## config.mk

```make
export PLATFORM = sky130hd
export DESIGN_NAME = tga_rle_scanline_decoder
export DESIGN_NICKNAME = d
export VERILOG_FILES = /design/src/rtl/trle_pkg.sv /design/src/rtl/tga_rle_scanline_decoder.sv /design/src/rtl/trle_step.sv
export SDC_FILE = /design/constraint.sdc
export NUM_CORES = 1
export LEC_CHECK = 0
export BUFFER_PORTS_ARGS = -buffer_cell sky130_fd_sc_hd__buf_2
export CAP_MARGIN = 10
export CORE_UTILIZATION = 64
export DETAILED_ROUTE_END_ITERATION = 12
export PLACE_DENSITY = 0.87
export SLEW_MARGIN = 20
export SYNTH_ARGS = -nofsm -noshare
export SYNTH_HDL_FRONTEND = slang
export SYNTH_SLANG_ARGS = --single-unit
```

## constraint.sdc

```tcl
create_clock -name clk -period 11.55 [get_ports clk]
set_input_delay 0.5775 -clock clk [delete_from_list [all_inputs] [get_ports clk]]
set_output_delay 0.5775 -clock clk [all_outputs]
set_load 0.01 [all_outputs]
```

## src/rtl/trle_pkg.sv

```systemverilog
// ----------------------------------------------------------------------------
// trle_pkg
// Shared types and constants for the TGA run-length scanline decoder.
// ----------------------------------------------------------------------------
package trle_pkg;

  // Configuration register indexes
  localparam int unsigned CFG_INDEX_BITS = 2;
  localparam logic [CFG_INDEX_BITS-1:0] CFG_BYTES_PER_PIXEL = 2'd0;
  localparam logic [CFG_INDEX_BITS-1:0] CFG_LINE_WIDTH      = 2'd1;

  localparam int unsigned CFG_DATA_BITS   = 16;
  localparam int unsigned MAX_PIXEL_BYTES = 4;
  localparam int unsigned WIDTH_BITS      = 16;

  localparam logic [2:0] BPP_RESET   = 3'd4;
  localparam logic [2:0] BPP_MAX     = 3'(MAX_PIXEL_BYTES);
  localparam logic [WIDTH_BITS-1:0] WIDTH_RESET = WIDTH_BITS'(1);

  // Packet header fields
  localparam logic [7:0] HDR_RUN_MASK   = 8'h80;
  localparam logic [7:0] HDR_COUNT_MASK = 8'h7F;

  typedef struct packed {
    logic                  expect_header;
    logic                  run_packet;
    logic                  drop_rest;
    logic [7:0]            packet_left;
    logic [1:0]            byte_position;
    logic [23:0]           pixel_gather;
    logic [WIDTH_BITS-1:0] column;
  } trle_state_t;

  // Parser state after reset: waiting for a packet header at column zero
  localparam trle_state_t STATE_RESET = '{
    expect_header: 1'b1,
    run_packet:    1'b0,
    drop_rest:     1'b0,
    packet_left:   8'd0,
    byte_position: 2'd0,
    pixel_gather:  24'h0,
    column:        {WIDTH_BITS{1'b0}}
  };

  typedef struct packed {
    logic        valid;
    logic [31:0] pixel_value;
    logic [7:0]  repeat_count;
    logic        line_end;
  } trle_result_t;

endpackage

```

## src/rtl/tga_rle_scanline_decoder.sv

```systemverilog
// ----------------------------------------------------------------------------
// tga_rle_scanline_decoder
// Run-length scanline decoder for TGA image streams, one byte per cycle while not stalled.
// ----------------------------------------------------------------------------
//
//   channel | direction | handshake         | payload
//   --------+-----------+-------------------+-----------------------------------
//   in      | sink      | in_valid/in_stall | in_data_byte[7:0]
//   out     | source    | out_valid/out_stall | out_pixel_value[31:0],
//           |           |                   | out_repeat_count[7:0], out_line_end
//   cfg     | sink      | cfg_we            | cfg_index[1:0], cfg_data[15:0]
//
// One byte is accepted every cycle unless the input stalls; its result (if
// any) appears in the output register on the next cycle.
// The parse state and the result register are the only timing stages; the
// path between them is one 17-bit subtract/compare plus selection.
// A new byte is taken while the result register drains; the input stalls
// only when a result is held and the consumer stalls.
// Synchronous active-low reset returns the parser to header wait with
// column zero, bytes per pixel 4 and line width 1.
// ----------------------------------------------------------------------------
module tga_rle_scanline_decoder (
  input  logic                                 clk,
  input  logic                                 rst_n,
  // input stream
  input  logic                                 in_valid,
  output logic                                 in_stall,
  input  logic [7:0]                           in_data_byte,
  // result stream
  output logic                                 out_valid,
  input  logic                                 out_stall,
  output logic [31:0]                          out_pixel_value,
  output logic [7:0]                           out_repeat_count,
  output logic                                 out_line_end,
  // configuration writes
  input  logic                                 cfg_we,
  input  logic [trle_pkg::CFG_INDEX_BITS-1:0]  cfg_index,
  input  logic [trle_pkg::CFG_DATA_BITS-1:0]   cfg_data
);

  logic [2:0]                      bpp_r;
  logic [trle_pkg::WIDTH_BITS-1:0] width_r;
  trle_pkg::trle_state_t           st_r;
  trle_pkg::trle_state_t           st_nxt;
  trle_pkg::trle_result_t          res;
  logic                            out_valid_r;
  logic [31:0]                     pixel_r;
  logic [7:0]                      repeat_r;
  logic                            line_end_r;
  logic                            in_accept;

  // Stall only while a held result cannot leave this cycle
  assign in_stall  = out_valid_r & out_stall;
  assign in_accept = in_valid & ~in_stall;

  // Configuration registers; writes to unknown indexes are ignored
  always_ff @(posedge clk) begin
    if (!rst_n) begin
      bpp_r   <= trle_pkg::BPP_RESET;
      width_r <= trle_pkg::WIDTH_RESET;
    end else if (cfg_we) begin
      case (cfg_index)
        trle_pkg::CFG_BYTES_PER_PIXEL: bpp_r   <= cfg_data[2:0];
        trle_pkg::CFG_LINE_WIDTH:      width_r <= cfg_data[trle_pkg::WIDTH_BITS-1:0];
        default: ;
      endcase
    end
  end

  trle_step u_step (
    .cur             (st_r),
    .data_byte       (in_data_byte),
    .bytes_per_pixel (bpp_r),
    .line_width      (width_r),
    .nxt             (st_nxt),
    .res             (res)
  );

  // Parse state: advance only on an accepted byte
  always_ff @(posedge clk) begin
    if (!rst_n) begin
      st_r <= trle_pkg::STATE_RESET;
    end else if (in_accept) begin
      st_r <= st_nxt;
    end
  end

  // Result register: load on a new result, clear once taken
  always_ff @(posedge clk) begin
    if (!rst_n) begin
      out_valid_r <= 1'b0;
    end else if (in_accept && res.valid) begin
      out_valid_r <= 1'b1;
    end else if (!out_stall) begin
      out_valid_r <= 1'b0;
    end
  end

  // Hold payload while stalled
  always_ff @(posedge clk) begin
    if (in_accept && res.valid) begin
      pixel_r    <= res.pixel_value;
      repeat_r   <= res.repeat_count;
      line_end_r <= res.line_end;
    end
  end

  assign out_valid        = out_valid_r;
  assign out_pixel_value  = pixel_r;
  assign out_repeat_count = repeat_r;
  assign out_line_end     = line_end_r;

  // A header byte never yields a result
  a_header_silent: assert property (@(posedge clk) disable iff (!rst_n)
    (in_accept && st_r.expect_header) |=> !out_valid_r)
    else $error("result produced for a header byte");

  // An open packet always has pixels left
  a_packet_open: assert property (@(posedge clk) disable iff (!rst_n)
    !st_r.expect_header |-> (st_r.packet_left != 8'd0))
    else $error("open packet with no pixels left");

  // Dropping only happens inside raw packets
  a_drop_raw: assert property (@(posedge clk) disable iff (!rst_n)
    st_r.drop_rest |-> !st_r.run_packet)
    else $error("drop mode inside a run packet");

  // A line-ending result returns the column to zero
  a_line_wrap: assert property (@(posedge clk) disable iff (!rst_n)
    (in_accept && res.valid && res.line_end) |=> (st_r.column == '0))
    else $error("column not cleared at line end");

  // Results carry a repeat count of 1 to 128
  a_repeat_range: assert property (@(posedge clk) disable iff (!rst_n)
    out_valid_r |-> (out_repeat_count != 8'd0 && out_repeat_count <= 8'd128))
    else $error("repeat count out of range");

endmodule

```

## src/rtl/trle_step.sv

```systemverilog
// ----------------------------------------------------------------------------
// trle_step
// Next-state and result logic for one compressed byte.
// ----------------------------------------------------------------------------
module trle_step (
  input  trle_pkg::trle_state_t              cur,
  input  logic [7:0]                         data_byte,
  input  logic [2:0]                         bytes_per_pixel,
  input  logic [trle_pkg::WIDTH_BITS-1:0]    line_width,
  output trle_pkg::trle_state_t              nxt,
  output trle_pkg::trle_result_t             res
);

  logic [2:0]                      bpp_eff;
  logic [trle_pkg::WIDTH_BITS:0]   width_eff;
  logic [trle_pkg::WIDTH_BITS:0]   col_ext;
  logic [trle_pkg::WIDTH_BITS:0]   rem;
  logic [4:0]                      shift;
  logic [31:0]                     placed;
  logic [31:0]                     pix;
  logic [7:0]                      rep;
  logic [7:0]                      left_dec;
  logic                            pixel_done;
  logic                            end_run;
  logic                            end_raw;

  always_comb begin
    bpp_eff = bytes_per_pixel;
    if (bpp_eff == 3'd0) begin
      bpp_eff = 3'd1;
    end
    if (bpp_eff > trle_pkg::BPP_MAX) begin
      bpp_eff = trle_pkg::BPP_MAX;
    end
    width_eff = (line_width == '0) ? {1'b1, {trle_pkg::WIDTH_BITS{1'b0}}}
                                   : {1'b0, line_width};
    col_ext  = {1'b0, cur.column};
    rem      = (col_ext < width_eff) ? (width_eff - col_ext)
                                     : {{trle_pkg::WIDTH_BITS{1'b0}}, 1'b1};
    shift    = {cur.byte_position, 3'b000};
    placed   = {24'h0, data_byte} << shift;
    pix      = {8'h0, cur.pixel_gather} | placed;
    pixel_done = ({1'b0, cur.byte_position} + 3'd1) >= bpp_eff;
    // rem <= packet_left <= 128 means rem fits in eight bits
    rep      = ({9'b0, cur.packet_left} < rem) ? cur.packet_left : rem[7:0];
    end_run  = ({9'b0, rep} == rem);
    end_raw  = (rem == {{trle_pkg::WIDTH_BITS{1'b0}}, 1'b1});
    left_dec = (cur.packet_left != 8'd0) ? (cur.packet_left - 8'd1) : 8'd0;

    nxt = cur;
    res = '0;
    res.pixel_value = pix;

    if (cur.expect_header) begin
      nxt.run_packet    = (data_byte & trle_pkg::HDR_RUN_MASK) != 8'd0;
      nxt.packet_left   = (data_byte & trle_pkg::HDR_COUNT_MASK) + 8'd1;
      nxt.expect_header = 1'b0;
      nxt.byte_position = 2'd0;
      nxt.pixel_gather  = 24'h0;
      nxt.drop_rest     = 1'b0;
    end else if (!pixel_done) begin
      nxt.pixel_gather  = pix[23:0];
      nxt.byte_position = cur.byte_position + 2'd1;
    end else begin
      nxt.byte_position = 2'd0;
      nxt.pixel_gather  = 24'h0;
      if (cur.run_packet) begin
        nxt.column        = end_run ? '0 : (cur.column + {8'h0, rep});
        nxt.packet_left   = 8'd0;
        nxt.expect_header = 1'b1;
        res.valid         = 1'b1;
        res.repeat_count  = rep;
        res.line_end      = end_run;
      end else begin
        nxt.packet_left = left_dec;
        if (cur.drop_rest) begin
          // Drop pixels past the line end
          if (left_dec == 8'd0) begin
            nxt.expect_header = 1'b1;
            nxt.drop_rest     = 1'b0;
          end
        end else begin
          if (end_raw) begin
            nxt.column    = '0;
            nxt.drop_rest = 1'b1;
          end else begin
            nxt.column    = cur.column + 16'd1;
          end
          if (left_dec == 8'd0) begin
            nxt.expect_header = 1'b1;
            nxt.drop_rest     = 1'b0;
          end
          res.valid        = 1'b1;
          res.repeat_count = 8'd1;
          res.line_end     = end_raw;
        end
      end
    end
  end

endmodule

```

==> impl_metrics.ini <==
[clock_network]
cts_buffers = 17
ctsResizeCount = 0
clockBufferDepth = 2
clk_pin_slew_worst_paths_ns = 0.06
cts.hold.buffers_added = 0
clkLatencyLatePin_ns = 0.52
htreeDepth = 4
cts_sinks = 114
cts_root_buf = clkbuf_8
postCtsSetupBuffers = 0
cts_tree = built

[detailed_routing]
vias = 6535
vias_per_cell = 6.470
drtIter0Drc = 607
dr.pass1.iters = 6
wirelength_um = 18990
route.detailed.drc = 0
ant_nets = 0
wl_per_cell_um = 18.80

[setup_path]
crit_end = st_r[13]$_SDFFE_PN0P_
reg2reg_slack_ns = 4.69
startpoint_type = flip-flop
startpoint = st_r[12]$_SDFFE_PN0P_
cp_max_fo = 15
cpPeakStageDelay_ns = 0.46
worstReg2RegStart = st_r[12]$_SDFFE_PN0P_
ff2ff_path_depth = 30
setup.worst_path.end_class = flip-flop
worst-setup-path-type = flip-flop to flip-flop
cp_slowest_cell = nor4b_1
arrival_ns = 7.31
crit_required_ns = 12.00
r2r_end = st_r[13]$_SDFFE_PN0P_

[yosys]
synth_edf_count = 41
dominantRegCellSynth = dfxtp_1
yosysWarnings = 0
synth.avg_cell_area_um2 = 8.440
synth.distinct_cells = 76
ys_ff_latch = 114
yosys-top-cells-area = dfxtp_1, edfxtp_1, ha_1
syn_nets = 897
synth_top_area_share_pct = 21.06
async_flop_share_pct = 0
netlist_area_um2 = 6938
yosysTopAreaCell = dfxtp_1
postSynthCellCount = 822
yosysSeqAreaShare_pct = 38.81

[layout]
fin_cells = 1010
drive_above_1_share_pct = 14.65
multi_input_area_um2 = 3870
n_antenna_cell = 0
num-nets-final = 936
final_area_um2 = 7901
layout.area.seq_um2 = 2693
areaGrowthSynthToFinish_pct = 13.89
fill_cells = 699

[floorplanning]
pin_count = 74
initial_utilization_pct = 66.61
die_h_um = 106.1
core_um2 = 10420
die_width_um = 106.1
rows = 37
dieArea_um2 = 11260

[timing]
tns_ns = 0
rsz0062_at_grt = false
finalSetupViolCount = 0
hold-worst-slack_ns = 0.2966
fin_skew_ns = 0.007829
finalCritPeriodShare_pct = 59.37
min_period_ns = 6.857
max-slew-margin-rel_pct = 32.46
timing.final.max_slew_violations = 0
worst_slew_pin_slew_ns = 1.013
max_freq_ghz = 0.1458
final-hold-violation-count = 0

[global_route]
grt_max_degree = 61
antenna_found_initial = 0
track_usage_pct = 35.04
overflow = 0
grt_pass1_wl_um = 30840
grt_pass1_vias = 6235

[place]
placedCellCount = 978
port_buffers = 73
dp_hpwl_um = 12920
place_congestion = 0.9259
placed_cell_area_um2 = 7272

[status]
status = finished, final reports clean

[power_and_ir_drop]
p_per_area_nw_per_um2 = 152.6
power_leakage_nw = 3.413
ir_drop_uv = 139.8

[job]
drv_cap = 0

[hold_path]
worst_hold_path_type = input port to flip-flop
==> cells by family after synthesis <==
logic type | after synthesis | share of synthesized area, %
simple gates | 292 | 20.16
xor+xnor | 26 | 3.282
mux | 6 | 0.8837
flops | 114 | 38.81
buf+inv | 97 | 5.446
fa+ha+maj | 44 | 8.151
compound gates | 243 | 23.26
==> where the power goes <==
group,total (mW),leakage (nW),switching [mW],internal [mW]
logic,0.219,2.12,0.137,0.0816
registers,0.439,0.995,0.0145,0.425
clock network,0.548,0.298,0.200,0.348
==> registers in the layout, summed over array words and instances, names as in the netlist <==
signal	cells
st_r	53
bpp_r	3
out_valid	1
width_r	16
out_line_end	1
out_repeat_count	8
out_pixel_value	32
==> routing by layer <==
layer	GRT usage, %	vias to the layer above	share of wire (%)
met2	56.03	347	47
li1	-	3050	-
met3	6.376	65	8.5
met1	45.26	3073	41
met5	0	-	0
met4	18.15	0	3.7
==> worst min path at each step <==
| stage | start | endpoint | slack, ns | depth (start not counted) |
|---|---|---|---|---|
| 2_1_floorplan | width_r[14]$_SDFFE_PN0P_ | width_r[14]$_SDFFE_PN0P_ | 0.45 | 2 |
| 3_3_place_gp | width_r[12]$_SDFFE_PN0P_ | width_r[12]$_SDFFE_PN0P_ | 0.48 | 2 |
| 3_5_place_dp | width_r[12]$_SDFFE_PN0P_ | width_r[12]$_SDFFE_PN0P_ | 0.49 | 2 |
| 4_1_cts | cfg_data[13] | width_r[13]$_SDFFE_PN0P_ | 0.28 | 3 |
| 5_1_grt | cfg_data[3] | width_r[3]$_SDFFE_PN0P_ | 0.30 | 3 |
| 6_report | cfg_data[7] | width_r[7]$_SDFFE_PN0P_ | 0.30 | 3 |
==> final cells by class <==
class	instances	area share, %
well taps	136	2.154
multi-input cells	611	48.98
flip-flops and latches	114	34.08
repair buffers	76	4.909
clock buffers	21	6.223
clock inverters	11	1.710
inverters	41	1.948
==> critical path: cells and delay by family (launching register included) <==
family	cells	cell delay, ns
adders and majority gates	3	1.01
DFF	1	0.37
AOI/OAI and AO/OA	14	2.62
and+or+nand+nor	12	2.65
buffers and inverters	1	0.12
==> per-stage QoR <==
stage	utilization (%)	setup slack, ns	power (mW)
after global placement	69.81	5.179	0.6489
after CTS	75.83	4.825	1.200
final	75.86	4.693	1.206
after detailed placement	69.81	4.946	0.6548
after floorplan	-	5.556	0.6064
after global routing	75.86	3.960	1.247
==> layout by cell type (no fill, tap or decap), types with 34 or more instances in the layout <==
cell type	synthesis	routed
edfxtp_1	41	41
nand2_1	74	74
dfxtp_1	73	73
a21o_1	34	34
ha_1	42	42
inv_1	41	40
a21oi_1	55	55
nor2_1	89	88
buf_2	4	73
o21ai_0	58	58
==> synthesized netlist by cell type (3+ instances only) <==
library cell	n
nor2_1	89
nand2_1	74
dfxtp_1	73
o21ai_0	58
a21oi_1	55
clkbuf_1	49
ha_1	42
edfxtp_1	41
inv_1	41
a21o_1	34
nand3_1	32
nor3_1	20
xnor2_1	18
and3_1	15
a211oi_1	12
nor2b_1	12
nor4_1	10
o211ai_1	9
a22oi_1	8
a31oi_1	8
xor2_1	8
nand2b_1	7
o21a_1	6
o21ai_1	6
mux2i_1	5
nand4_1	5
o221ai_1	5
o22ai_1	5
and2_1	4
buf_2	4
nor4b_1	4
a2111oi_0	3
a211o_1	3
nor3b_1	3
o21bai_1	3
or2_2	3
(Power assumes the default switching activity.)
